--- src/hw/rtl/purs_pkg.sv ---
package purs_pkg;

	localparam int MAX_ENTRIES_DEF = 64;
	localparam int ID_W            = 6;
	localparam int CNT_MAX         = 15;

	localparam logic [2:0] CMD_REGISTER = 3'd0;
	localparam logic [2:0] CMD_SET_VIS  = 3'd1;
	localparam logic [2:0] CMD_TICK     = 3'd2;
	localparam logic [2:0] CMD_QUERY    = 3'd3;
	localparam logic [2:0] CMD_FORCE    = 3'd4;

	localparam logic [1:0] STATUS_OK      = 2'd0;
	localparam logic [1:0] STATUS_UNKNOWN = 2'd1;
	localparam logic [1:0] STATUS_FULL    = 2'd2;

	localparam logic [1:0] PRIO_CRITICAL = 2'd0;
	localparam logic [1:0] PRIO_MEDIUM   = 2'd2;
	localparam logic [1:0] PRIO_LOW      = 2'd3;

	localparam logic [1:0] CFG_MEDIUM_INTERVAL = 2'd0;
	localparam logic [1:0] CFG_LOW_INTERVAL    = 2'd1;

	localparam logic [3:0] MEDIUM_IV_RESET = 4'd2;
	localparam logic [3:0] LOW_IV_RESET    = 4'd6;

	typedef struct packed {
		logic [2:0]      command;
		logic [ID_W-1:0] entry_id;
		logic [1:0]      priority_level;
		logic            visible_flag;
		logic            light_present;
	} req_t;

	typedef struct packed {
		logic [1:0]      status;
		logic [ID_W-1:0] assigned_id;
		logic            due_flag;
		logic [6:0]      due_count;
		logic [6:0]      entry_total;
	} rsp_t;

	typedef struct packed {
		logic [1:0] index;
		logic [3:0] data;
	} cfg_t;

	typedef struct packed {
		logic [3:0] medium_iv;
		logic [3:0] low_iv;
	} intervals_t;

	typedef struct packed {
		logic [1:0] prio;
		logic       visible;
		logic       due;
		logic [3:0] waited;
	} entry_t;

	// frame update of one entry; the returned due bit says whether it fired
	function automatic entry_t tick_entry(input entry_t e, input intervals_t iv);
		logic [3:0] ivl;
		entry_t     r;
		case (e.prio)
			PRIO_MEDIUM: ivl = iv.medium_iv;
			PRIO_LOW:    ivl = iv.low_iv;
			default:     ivl = 4'd1;
		endcase
		if (ivl == 4'd0) begin
			ivl = 4'd1;
		end
		r     = e;
		r.due = e.visible && (e.waited >= (ivl - 4'd1));
		if (r.due) begin
			r.waited = 4'd0;
		end else if (e.waited != 4'(CNT_MAX)) begin
			r.waited = e.waited + 4'd1;
		end
		return r;
	endfunction

endpackage

--- src/hw/rtl/purs_entry_ram.sv ---
module purs_entry_ram #(
	parameter int DEPTH = purs_pkg::MAX_ENTRIES_DEF
) (
	input  logic                      clk,
	input  logic                      rd_en,
	input  logic [$clog2(DEPTH)-1:0]  rd_addr,
	output purs_pkg::entry_t          rd_data,
	input  logic                      wr_en,
	input  logic [$clog2(DEPTH)-1:0]  wr_addr,
	input  purs_pkg::entry_t          wr_data
);

	purs_pkg::entry_t mem [DEPTH];

	always_ff @(posedge clk) begin
		if (wr_en) begin
			mem[wr_addr] <= wr_data;
		end
		if (rd_en) begin
			rd_data <= mem[rd_addr];
		end
	end

endmodule
--- config.mk ---
export PLATFORM = sky130hd
export DESIGN_NAME = purs_entry_ram
export DESIGN_NICKNAME = d
export VERILOG_FILES = /design/src/hw/rtl/purs_pkg.sv /design/src/hw/rtl/purs_entry_ram.sv
export SDC_FILE = /design/constraint.sdc
export NUM_CORES = 1
export LEC_CHECK = 0
export BUFFER_PORTS_ARGS = -buffer_cell sky130_fd_sc_hd__buf_2
export CAP_MARGIN = 20
export CORE_MARGIN = 8
export CORE_UTILIZATION = 60
export CTS_CLUSTER_DIAMETER = 80
export DETAILED_ROUTE_END_ITERATION = 12
export PLACE_DENSITY = 0.76
export SYNTH_ARGS = -nofsm -noshare
export SYNTH_HDL_FRONTEND = slang
export SYNTH_SLANG_ARGS = --single-unit
--- constraint.sdc ---
create_clock -name clk -period 2.5 [get_ports clk]
set_clock_uncertainty 0.05 [all_clocks]
set_input_delay 0 -clock clk [delete_from_list [all_inputs] [get_ports clk]]
set_output_delay 0 -clock clk [all_outputs]
set_load 0.01 [all_outputs]
Word-level counts from Yosys, hierarchy flattened:

Memories as Yosys holds them, arrays and structs flattened. A register that Yosys moved wholly into a read port is not among the register bits.
Index checks and enable logic that the tools add are counted.

* multiplexer cells: 2

Operators with widths (count)
* two-way mux 1 bit: 2

* register bits after elaboration: 0
* memory bits (writable): 512
* input bits: 23
* output and inout port bits: 8
* logic and storage cells: 3
* memories kept: 1

Memory list
* mem: words 64, width 8, read ports 1, clocked after Yosys merged registers in 1, wr ports 1, RTL line purs_entry_ram.sv:13 `purs_pkg::entry_t mem [DEPTH];`

Longest topological paths before layout:

Gate-level depths: netlist (run 1).

* word-level depth: 2
* mapped depth: 9
* gate-level depth less buffers: 5

Worst setup path after synthesis (run 1):

OpenSTA, ideal clock, no wires.

* kind: register -> register
* from: memory mem[29][4] in the netlist's numbering
* to: register, netlist name rd_data[4]
* library setup time: 0.270 ns
* data arrival time: 1.560 ns
* path slack: 0.620 ns
* stages on the path, launching flop included: 6
* buffers on the path: 0
* clock period less this slack: 1.880 ns
* path through: edfxtp_1 mux4_2 mux2_2 o221a_2 nor3_1 o32ai_1

RTL lines (RTL line)
* start: declaration: purs_entry_ram.sv:13

==> metrics.txt, run 1 <==
# TYPE chip_impl_metric gauge
chip_impl_metric{name="clock_power_share",unit="%"} 41.0
chip_impl_metric{name="min_delay_path_depth",unit=""} 2
chip_impl_metric{name="route.detailed.drc",unit=""} 0
chip_impl_info{name="critical_path_slowest_stage_cell",value="sky130_fd_sc_hd__mux4_2"} 1
chip_impl_info{name="synth_area_leaders",value="sky130_fd_sc_hd__edfxtp_1, sky130_fd_sc_hd__mux4_2, sky130_fd_sc_hd__nor2_1"} 1
chip_impl_info{name="synth_largest_area_cell",value="sky130_fd_sc_hd__edfxtp_1"} 1
chip_impl_metric{name="worst_ep_required_time",unit="ns"} 2.74
chip_impl_metric{name="drt_first_iter_violations",unit=""} 1265
chip_impl_metric{name="via_per_inst",unit=""} 6.41
chip_impl_info{name="cts_tree",value="done"} 1
chip_impl_metric{name="share_comb_of_total_power",unit="%"} 5.3
chip_impl_metric{name="portion_of_synthesized_cell_area_occupied_by_the_leading_cell_type",unit="%"} 77.1
chip_impl_metric{name="switching_share",unit="%"} 20.3
chip_impl_metric{name="die_w",unit="um"} 200
chip_impl_metric{name="start_util",unit="%"} 60.7
chip_impl_metric{name="die_area",unit="um2"} 39900
chip_impl_metric{name="irDropWorstVdd",unit="V"} 0.000703
chip_impl_info{name="reg2reg_to",value="rd_data[6]"} 1
chip_impl_metric{name="mappedNetlistArea",unit="um2"} 20200
chip_impl_metric{name="worstPathBufferInverterCount",unit=""} 0
chip_impl_metric{name="setup_slack",unit="ns"} 0.287
chip_impl_metric{name="n_fill_cell",unit=""} 1999
chip_impl_metric{name="final_setup_violation_count",unit=""} 0
chip_impl_metric{name="yosysUniqueCellTypes",unit=""} 39
chip_impl_metric{name="postCtsHoldBufs",unit=""} 14
chip_impl_metric{name="net_switching",unit="W"} 0.00367
chip_impl_metric{name="synth-seq-area-share",unit="%"} 77.1
chip_impl_metric{name="postSynthCellCount",unit=""} 940
chip_impl_info{name="holdPathEnd",value="mem[61][6]"} 1
chip_impl_metric{name="slew_headroom",unit="%"} 53.8
chip_impl_metric{name="firstDrtPassIters",unit=""} 6
chip_impl_metric{name="route.antenna.remaining_nets",unit=""} 0
chip_impl_metric{name="number_of_antenna_violations_at_the_first_check_in_global_routing",unit=""} 0
chip_impl_info{name="outcome",value="finished, final reports clean"} 1
chip_impl_info{name="end_kind",value="flip-flop"} 1
chip_impl_metric{name="final_nets",unit=""} 1121
chip_impl_info{name="crit_path_cell_trace",value="mux4_2 -> mux2_2 -> o221a_2 -> nor3_1 -> o32ai_1"} 1
chip_impl_metric{name="area.growth.synth_to_final",unit="%"} 15.6
chip_impl_metric{name="highest_net_fanout_along_the_worst_path",unit=""} 1
chip_impl_metric{name="data_arrival_at_the_endpoint_of_the_critical_path",unit="ns"} 2.45
chip_impl_metric{name="routed_wire_length_per_instance",unit="um"} 27.8
chip_impl_metric{name="leakage",unit="nW"} 7.57
chip_impl_metric{name="syn_area_per_cell",unit="um2"} 21.5
chip_impl_metric{name="synth-seq-cells",unit=""} 520
chip_impl_metric{name="final_layout_size_suffix_gt1_share",unit="%"} 31.0
chip_impl_info{name="reg2reg_from",value="mem[28][6]"} 1
chip_impl_metric{name="post_cts_setup_buffer_count",unit=""} 0
chip_impl_metric{name="postPlaceCellArea",unit="um2"} 21600
chip_impl_metric{name="grt_first_pass_wirelength",unit="um"} 65900
chip_impl_metric{name="tns",unit="ns"} 0
chip_impl_metric{name="cts.path.max_buffers",unit=""} 3
chip_impl_metric{name="final_max_slew_viol_count",unit=""} 0
chip_impl_metric{name="grt_start_max_net_pins",unit=""} 65
chip_impl_metric{name="post_cts.resized_instances",unit=""} 0
chip_impl_metric{name="grt.total_usage",unit="%"} 22.8
chip_impl_metric{name="dp_slack",unit="ns"} 0.239
chip_impl_metric{name="sequential_cell_area",unit="um2"} 15600
chip_impl_info{name="hold_wc_path_type",value="in -> reg"} 1
chip_impl_metric{name="globalRouteOverflowTotal",unit=""} 0
chip_impl_metric{name="final.min_clock_period",unit="ns"} 2.21
chip_impl_metric{name="boundaryPins",unit=""} 31
chip_impl_metric{name="antenna_cells",unit=""} 0
chip_impl_metric{name="row_count",unit=""} 67
chip_impl_metric{name="tightest_slew",unit="ns"} 0.692
chip_impl_metric{name="cts_buffers",unit=""} 49
chip_impl_metric{name="timing.fmax",unit="GHz"} 0.452
chip_impl_metric{name="ff2ff_setup_slack",unit="ns"} 0.29
chip_impl_info{name="path_delay_family",value="multiplexers"} 1
chip_impl_metric{name="final_area",unit="um2"} 23400
chip_impl_info{name="timing.setup.critical_path_class",value="reg -> reg"} 1
chip_impl_metric{name="yosys_warnings",unit=""} 0
chip_impl_metric{name="critPathMaxStageDelay",unit="ns"} 0.48
chip_impl_metric{name="clock_insertion_delay_worst_skew",unit="ns"} 0.55
chip_impl_metric{name="synth_nets",unit=""} 963
chip_impl_info{name="rsz0062_at_grt",value="false"} 1
chip_impl_info{name="hp-start",value="wr_data[6]"} 1
chip_impl_metric{name="core",unit="um2"} 33400
chip_impl_metric{name="worst_reg2reg_path_depth",unit=""} 5
chip_impl_metric{name="timing_hold_violations_final",unit=""} 0
chip_impl_metric{name="wl",unit="um"} 44100
chip_impl_metric{name="post-route-period-util",unit="%"} 88.5
chip_impl_metric{name="power.share.sequential",unit="%"} 53.7
chip_impl_metric{name="portBuffers",unit=""} 30
chip_impl_metric{name="dp_hpwl",unit="um"} 27500
chip_impl_metric{name="cts_clock_pin_slew_for_the_worst_setup_and_hold_paths",unit="ns"} 0.06
chip_impl_metric{name="vias",unit=""} 10200
chip_impl_metric{name="p_int",unit="W"} 0.0144
chip_impl_metric{name="gpl.final_weighted_congestion",unit=""} 0.852
chip_impl_metric{name="multi_input_gate_area_in_the_final_layout",unit="um2"} 4320
chip_impl_metric{name="ratio_of_total_power_to_cell_area",unit="nW/um2"} 772
chip_impl_metric{name="min_hold_slack",unit="ns"} 0.0826
chip_impl_metric{name="first_global_vias",unit=""} 10300
chip_impl_info{name="critPathLaunchType",value="flip-flop"} 1
chip_impl_metric{name="fp.dieH",unit="um"} 200
chip_impl_metric{name="numClockSinks",unit=""} 520
chip_impl_metric{name="ctsHtreeMaxLevel",unit=""} 2
chip_impl_info{name="clockRootBuffer",value="sky130_fd_sc_hd__clkbuf_16"} 1
chip_impl_metric{name="cap_violations",unit=""} 0
-- stage by stage --
step           total power [W]  util, %  std cells
2_1_floorplan           0.0104        -        940
4_1_cts                 0.0181     70.1       1583
3_5_place_dp            0.0108     64.8       1479
6_report                0.0181     70.2       1585
3_3_place_gp            0.0108     64.8       1479
5_1_grt                 0.0185     70.2       1585
-- cells by family after synthesis --
logic type / share of synthesized area (%)
AO/OA/AOI/OAI: 2.06
buffers and inverters: 1.56
flip-flops: 77.1
multiplexers: 15.9
AND/OR/NAND/NOR: 3.37
-- routing by layer --
layer	wire [um]	global-route usage [%]	vias up	share of wire [%]
li1	-	-	4251	-
met1	17400	33.0	5271	39
met2	21100	35.3	561	48
met3	4400	4.26	83	10
met4	1310	7.44	0	3.0
met5	0	0	-	0
-- registers in the layout, indices dropped and copies added (netlist names) --
signal   count
mem        512
rd_data      8
-- how the worst max path moves through the flow --
stage	startpoint	end	depth (start not counted)
after floorplan	mem[29][4]	rd_data[4]	5
after global placement	rd_addr[0]	rd_data[1]	8
after detailed placement	rd_addr[0]	rd_data[2]	8
after CTS	mem[29][6]	rd_data[6]	5
after global routing	mem[29][6]	rd_data[6]	5
final	mem[28][6]	rd_data[6]	5
-- synth_stat cells --
cell,number
sky130_fd_sc_hd__o21ai_1,2
sky130_fd_sc_hd__nand3b_1,3
sky130_fd_sc_hd__o21a_1,2
sky130_fd_sc_hd__edfxtp_1,520
sky130_fd_sc_hd__a22oi_1,3
sky130_fd_sc_hd__o221ai_1,8
sky130_fd_sc_hd__a221oi_1,6
sky130_fd_sc_hd__nand2_1,19
sky130_fd_sc_hd__o21ai_0,2
sky130_fd_sc_hd__o22ai_1,8
sky130_fd_sc_hd__buf_12,2
sky130_fd_sc_hd__a211oi_1,4
sky130_fd_sc_hd__a21oi_1,3
sky130_fd_sc_hd__mux2_2,13
sky130_fd_sc_hd__nor2_1,83
sky130_fd_sc_hd__mux4_2,126
sky130_fd_sc_hd__buf_6,4
sky130_fd_sc_hd__nand4_1,2
sky130_fd_sc_hd__o32ai_1,2
sky130_fd_sc_hd__a2111oi_0,2
sky130_fd_sc_hd__nor3_1,7
sky130_fd_sc_hd__mux2i_1,23
sky130_fd_sc_hd__nor4_1,2
sky130_fd_sc_hd__buf_2,11
sky130_fd_sc_hd__nand4b_1,1
sky130_fd_sc_hd__clkbuf_1,17
sky130_fd_sc_hd__a31oi_1,1
sky130_fd_sc_hd__o311ai_1,1
sky130_fd_sc_hd__o221a_2,2
sky130_fd_sc_hd__buf_4,13
sky130_fd_sc_hd__o2bb2ai_1,3
sky130_fd_sc_hd__nand2b_1,7
sky130_fd_sc_hd__nand3_1,13
sky130_fd_sc_hd__o41ai_1,2
sky130_fd_sc_hd__buf_1,4
sky130_fd_sc_hd__nor2b_1,14
sky130_fd_sc_hd__or3_1,1
sky130_fd_sc_hd__and2_1,1
sky130_fd_sc_hd__o2111ai_1,3
-- cell type report --
| cell class | instances | area share (%) |
|---|---|---|
| Multi-Input combinational cell | 369 | 18.4 |
| Timing Repair Buffer | 158 | 5.61 |
| Clock inverter | 34 | 1.35 |
| Tap cell | 448 | 2.39 |
| Sequential cell | 520 | 66.7 |
| Clock buffer | 56 | 5.53 |
-- power groups by stage --
stage / logic [W] / registers, W / clock network, W
2_1_floorplan: 0.000515 / 0.00987 / 0
3_3_place_gp: 0.000911 / 0.00987 / 0
6_report: 0.000959 / 0.00969 / 0.00741
5_1_grt: 0.00101 / 0.00969 / 0.00780
3_5_place_dp: 0.000932 / 0.00988 / 0
4_1_cts: 0.000955 / 0.00969 / 0.00747
-- placed cells by master (no fill, tap or decap), types with 4 or more instances in the layout --
master | synthesis | layout
sky130_fd_sc_hd__clkinv_2 | 0 | 7
sky130_fd_sc_hd__mux4_2 | 126 | 126
sky130_fd_sc_hd__a211oi_1 | 4 | 4
sky130_fd_sc_hd__nor2_1 | 83 | 83
sky130_fd_sc_hd__clkinv_1 | 0 | 16
sky130_fd_sc_hd__buf_4 | 13 | 103
sky130_fd_sc_hd__nor2b_1 | 14 | 14
sky130_fd_sc_hd__nand2_1 | 19 | 19
sky130_fd_sc_hd__bufinv_16 | 0 | 6
sky130_fd_sc_hd__nand2b_1 | 7 | 7
sky130_fd_sc_hd__clkbuf_16 | 0 | 51
sky130_fd_sc_hd__mux2_2 | 13 | 13
sky130_fd_sc_hd__buf_2 | 11 | 27
sky130_fd_sc_hd__o221ai_1 | 8 | 8
sky130_fd_sc_hd__nand3_1 | 13 | 13
sky130_fd_sc_hd__dlygate4sd3_1 | 0 | 15
sky130_fd_sc_hd__edfxtp_1 | 520 | 520
sky130_fd_sc_hd__buf_12 | 2 | 12
sky130_fd_sc_hd__mux2i_1 | 23 | 23
sky130_fd_sc_hd__clkbuf_1 | 17 | 5
sky130_fd_sc_hd__o22ai_1 | 8 | 8
sky130_fd_sc_hd__nor3_1 | 7 | 7
sky130_fd_sc_hd__a221oi_1 | 6 | 6
Power figures use the tool's default switching activity.
==> run 2, diff against run 1 <==
- ABC_AREA: default -> 1
- PLACE_DENSITY: 0.76 -> default
- PLACE_DENSITY_LB_ADDON: default -> 0.3
- TNS_END_PERCENT: default -> 5
==> run 2 against run 1 <==
Combinational power increased by 21%; power decreased by 0.98%; clock power decreased by 5.1%; wire length increased by 21%; area after synthesis increased by 5.8%; global-route usage increased by 2.6 points; critical path depth unchanged; worst setup slack got worse by 0.15 ns; sequential power about the same.
==> metrics.txt, run 2 <==
# TYPE chip_impl_metric gauge
chip_impl_info{name="outcome",value="finished, final reports clean"} 1
chip_impl_metric{name="final.min_clock_period",unit="ns"} 2.36
chip_impl_metric{name="cts_buffers",unit=""} 50
chip_impl_metric{name="highest_net_fanout_along_the_worst_path",unit=""} 9
chip_impl_metric{name="routed_wire_length_per_instance",unit="um"} 22.6
chip_impl_info{name="synth_largest_area_cell",value="sky130_fd_sc_hd__edfxtp_1"} 1
chip_impl_metric{name="final_layout_size_suffix_gt1_share",unit="%"} 9.41
chip_impl_metric{name="drt_first_iter_violations",unit=""} 1981
chip_impl_metric{name="setup_slack",unit="ns"} 0.136
chip_impl_metric{name="syn_area_per_cell",unit="um2"} 11.9
chip_impl_metric{name="tightest_slew",unit="ns"} 0.932
chip_impl_info{name="end_kind",value="flip-flop"} 1
chip_impl_metric{name="ratio_of_total_power_to_cell_area",unit="nW/um2"} 754
chip_impl_metric{name="critPathMaxStageDelay",unit="ns"} 0.89
chip_impl_metric{name="area.growth.synth_to_final",unit="%"} 10.8
chip_impl_metric{name="via_per_inst",unit=""} 6.07
chip_impl_metric{name="cap_violations",unit=""} 0
chip_impl_info{name="holdPathEnd",value="mem[37][0]"} 1
chip_impl_info{name="critical_path_slowest_stage_cell",value="sky130_fd_sc_hd__nor2_1"} 1
chip_impl_info{name="hold_wc_path_type",value="in -> reg"} 1
chip_impl_metric{name="vias",unit=""} 14400
chip_impl_metric{name="final_nets",unit=""} 1887
chip_impl_info{name="reg2reg_from",value="mem[39][2]"} 1
chip_impl_metric{name="report.power.total",unit="W"} 0.0179
chip_impl_metric{name="slew_headroom",unit="%"} 37.8
chip_impl_metric{name="core",unit="um2"} 35400
chip_impl_metric{name="worst_ep_required_time",unit="ns"} 2.64
chip_impl_metric{name="clock_insertion_delay_worst_skew",unit="ns"} 0.57
chip_impl_metric{name="final_setup_violation_count",unit=""} 0
chip_impl_metric{name="instances_no_fill",unit=""} 2367
chip_impl_metric{name="final_util",unit="%"} 67.0
chip_impl_metric{name="switching_share",unit="%"} 22.4
chip_impl_metric{name="dpl.cell_count",unit=""} 2262
chip_impl_info{name="ys.flop_type",value="sky130_fd_sc_hd__edfxtp_1"} 1
chip_impl_info{name="post-synth-top-count-cell",value="sky130_fd_sc_hd__nand2_1"} 1
chip_impl_info{name="clockRootBuffer",value="sky130_fd_sc_hd__clkbuf_16"} 1
chip_impl_metric{name="globalRouteOverflowTotal",unit=""} 0
chip_impl_metric{name="postSynthCellCount",unit=""} 1805
chip_impl_metric{name="timing_hold_violations_final",unit=""} 0
chip_impl_info{name="cts_tree",value="done"} 1
chip_impl_metric{name="synth_nets",unit=""} 1828
chip_impl_info{name="regMostFlops",value="mem"} 1
chip_impl_metric{name="cts.path.max_buffers",unit=""} 3
chip_impl_metric{name="ctsHtreeMaxLevel",unit=""} 2
chip_impl_metric{name="yosys_warnings",unit=""} 0
chip_impl_info{name="hp-start",value="wr_data[0]"} 1
chip_impl_metric{name="post_cts_setup_buffer_count",unit=""} 0
chip_impl_metric{name="portBuffers",unit=""} 30
chip_impl_metric{name="final_max_slew_viol_count",unit=""} 0
chip_impl_metric{name="power.share.sequential",unit="%"} 54.2
chip_impl_metric{name="timing.fmax",unit="GHz"} 0.423
chip_impl_metric{name="die_w",unit="um"} 205
chip_impl_metric{name="grt_start_max_net_pins",unit=""} 103
chip_impl_metric{name="post-route-period-util",unit="%"} 94.5
chip_impl_metric{name="number_of_flip_flops_under_the_largest_register_name",unit=""} 512
chip_impl_metric{name="share_comb_of_total_power",unit="%"} 6.5
chip_impl_info{name="reg2reg_to",value="rd_data[2]"} 1
chip_impl_metric{name="numClockSinks",unit=""} 520
chip_impl_metric{name="p_int",unit="W"} 0.0139
chip_impl_info{name="reg_top3",value="mem x512, rd_data x8"} 1
chip_impl_metric{name="net_switching",unit="W"} 0.00400
chip_impl_metric{name="data_arrival_at_the_endpoint_of_the_critical_path",unit="ns"} 2.51
chip_impl_metric{name="mappedNetlistArea",unit="um2"} 21400
chip_impl_info{name="rsz0062_at_grt",value="false"} 1
chip_impl_metric{name="start_util",unit="%"} 60.5
chip_impl_metric{name="synthArstFlopShare",unit="%"} 0
chip_impl_metric{name="dp_slack",unit="ns"} 0.228
chip_impl_metric{name="tns",unit="ns"} 0
chip_impl_metric{name="route.detailed.drc",unit=""} 0
chip_impl_metric{name="number_of_antenna_violations_at_the_first_check_in_global_routing",unit=""} 0
chip_impl_info{name="crit_path_cell_trace",value="dlygate4sd3_1 -> buf_2 -> inv_1 -> nand4_1 -> nor2_1"} 1
chip_impl_metric{name="portion_of_synthesized_cell_area_occupied_by_the_leading_cell_type",unit="%"} 72.9
chip_impl_metric{name="clock_power_share",unit="%"} 39.3
chip_impl_metric{name="firstDrtPassIters",unit=""} 6
chip_impl_metric{name="grt_first_pass_wirelength",unit="um"} 81400
chip_impl_info{name="layout_commonest_cell",value="sky130_fd_sc_hd__nand2_1"} 1
chip_impl_metric{name="cts_clock_pin_slew_for_the_worst_setup_and_hold_paths",unit="ns"} 0.06
chip_impl_metric{name="fp.dieH",unit="um"} 205
chip_impl_metric{name="synth-seq-cells",unit=""} 520
chip_impl_metric{name="route.antenna.remaining_nets",unit=""} 0
chip_impl_metric{name="ff2ff_setup_slack",unit="ns"} 0.40
chip_impl_metric{name="first_global_vias",unit=""} 13600
chip_impl_metric{name="wl",unit="um"} 53500
chip_impl_metric{name="irDropWorstVdd",unit="V"} 0.000521
chip_impl_metric{name="row_count",unit=""} 69
chip_impl_metric{name="post_cts.resized_instances",unit=""} 0
chip_impl_info{name="timing.setup.critical_path_class",value="in -> reg"} 1
chip_impl_info{name="synth.cells.most_frequent",value="sky130_fd_sc_hd__nand2_1, sky130_fd_sc_hd__edfxtp_1, sky130_fd_sc_hd__nand3_1"} 1
chip_impl_metric{name="yosysUniqueCellTypes",unit=""} 15
chip_impl_info{name="synth_area_leaders",value="sky130_fd_sc_hd__edfxtp_1, sky130_fd_sc_hd__nand2_1, sky130_fd_sc_hd__nand3_1"} 1
chip_impl_metric{name="min_delay_path_depth",unit=""} 1
chip_impl_metric{name="edff_count_synth",unit=""} 520
chip_impl_metric{name="die_area",unit="um2"} 42000
chip_impl_metric{name="boundaryPins",unit=""} 31
chip_impl_info{name="mostFrequentLayoutCells",value="sky130_fd_sc_hd__nand2_1, sky130_fd_sc_hd__edfxtp_1, sky130_fd_sc_hd__nand3_1"} 1
chip_impl_metric{name="grt.total_usage",unit="%"} 25.4
chip_impl_metric{name="worst_reg2reg_path_depth",unit=""} 9
chip_impl_metric{name="gpl.final_weighted_congestion",unit=""} 0.903
chip_impl_metric{name="synth-seq-area-share",unit="%"} 72.9
chip_impl_metric{name="dp_hpwl",unit="um"} 31600
chip_impl_metric{name="leakage",unit="nW"} 8.63
chip_impl_info{name="critPathLaunchType",value="input pin"} 1
-- run 2: kinds of logic after synthesis --
logic type             count (synthesis)  share of synthesized area (%)
buffers and inverters                125                           4.01
DFF                                  520                           72.9
and+or+nand+nor                     1160                           23.1
-- run 2: power groups by stage --
stage,logic [W],registers [W],clock network [W]
after floorplan,0.000678,0.00987,0
after global placement,0.00110,0.00988,0
after detailed placement,0.00112,0.00989,0
after CTS,0.00114,0.00970,0.00706
after global routing,0.00125,0.00970,0.00738
final,0.00116,0.00970,0.00703
-- run 2: timing repair --
action / CTS / global route
hold endpoints to repair: 156 / 0
hold buffers: 11 / 0
endpoints found under the setup margin: 0 / 0
-- run 2: how the worst max path moves through the flow --
stage / start / to / slack (ns) / cells past startpoint
floorplan: wr_en / mem[48][0] / 0.68 / 3
global placement: wr_addr[2] / mem[43][0] / 0.25 / 4
detailed placement: wr_addr[2] / mem[43][7] / 0.23 / 4
CTS: wr_addr[2] / mem[43][7] / 0.24 / 5
global route: wr_addr[2] / mem[43][6] / 0.17 / 5
finish: wr_addr[2] / mem[43][3] / 0.14 / 5
-- run 2: cell type report --
| class | instances | area (um2) |
|---|---|---|
| inverters | 12 | 52.6 |
| repair buffers | 120 | 1020 |
| multi-input cells | 1160 | 4950 |
| flip-flops and latches | 520 | 15600 |
| well taps | 461 | 577 |
| diodes | 4 | 10.0 |
| clock buffers | 58 | 1300 |
| fillers | 2497 | 11700 |
| clock inverters | 32 | 196 |
-- run 2: metrics by stage --
stage | hold slack [ns] | instance area [um2]
6_report | 0.0332 | 23700
5_1_grt | 0.0302 | 23700
4_1_cts | 0.0217 | 23700
3_5_place_dp | 0.316 | 22100
3_3_place_gp | 0.310 | 22100
2_1_floorplan | 0.0489 | 21400
-- run 2: worst max-delay path: cells and delay by family --
| family | cells | cell delay [ns] |
|---|---|---|
| buffers and inverters | 3 | 0.94 |
| AND/OR/NAND/NOR | 2 | 1.57 |
-- run 2: metal layers --
layer,part of all wire (%),vias to the layer above,GRT usage (%)
li1,-,6478,-
met4,2.9,0,7.48
met5,0,-,0
met1,39,6908,36.4
met3,11,125,4.10
met2,47,863,40.0
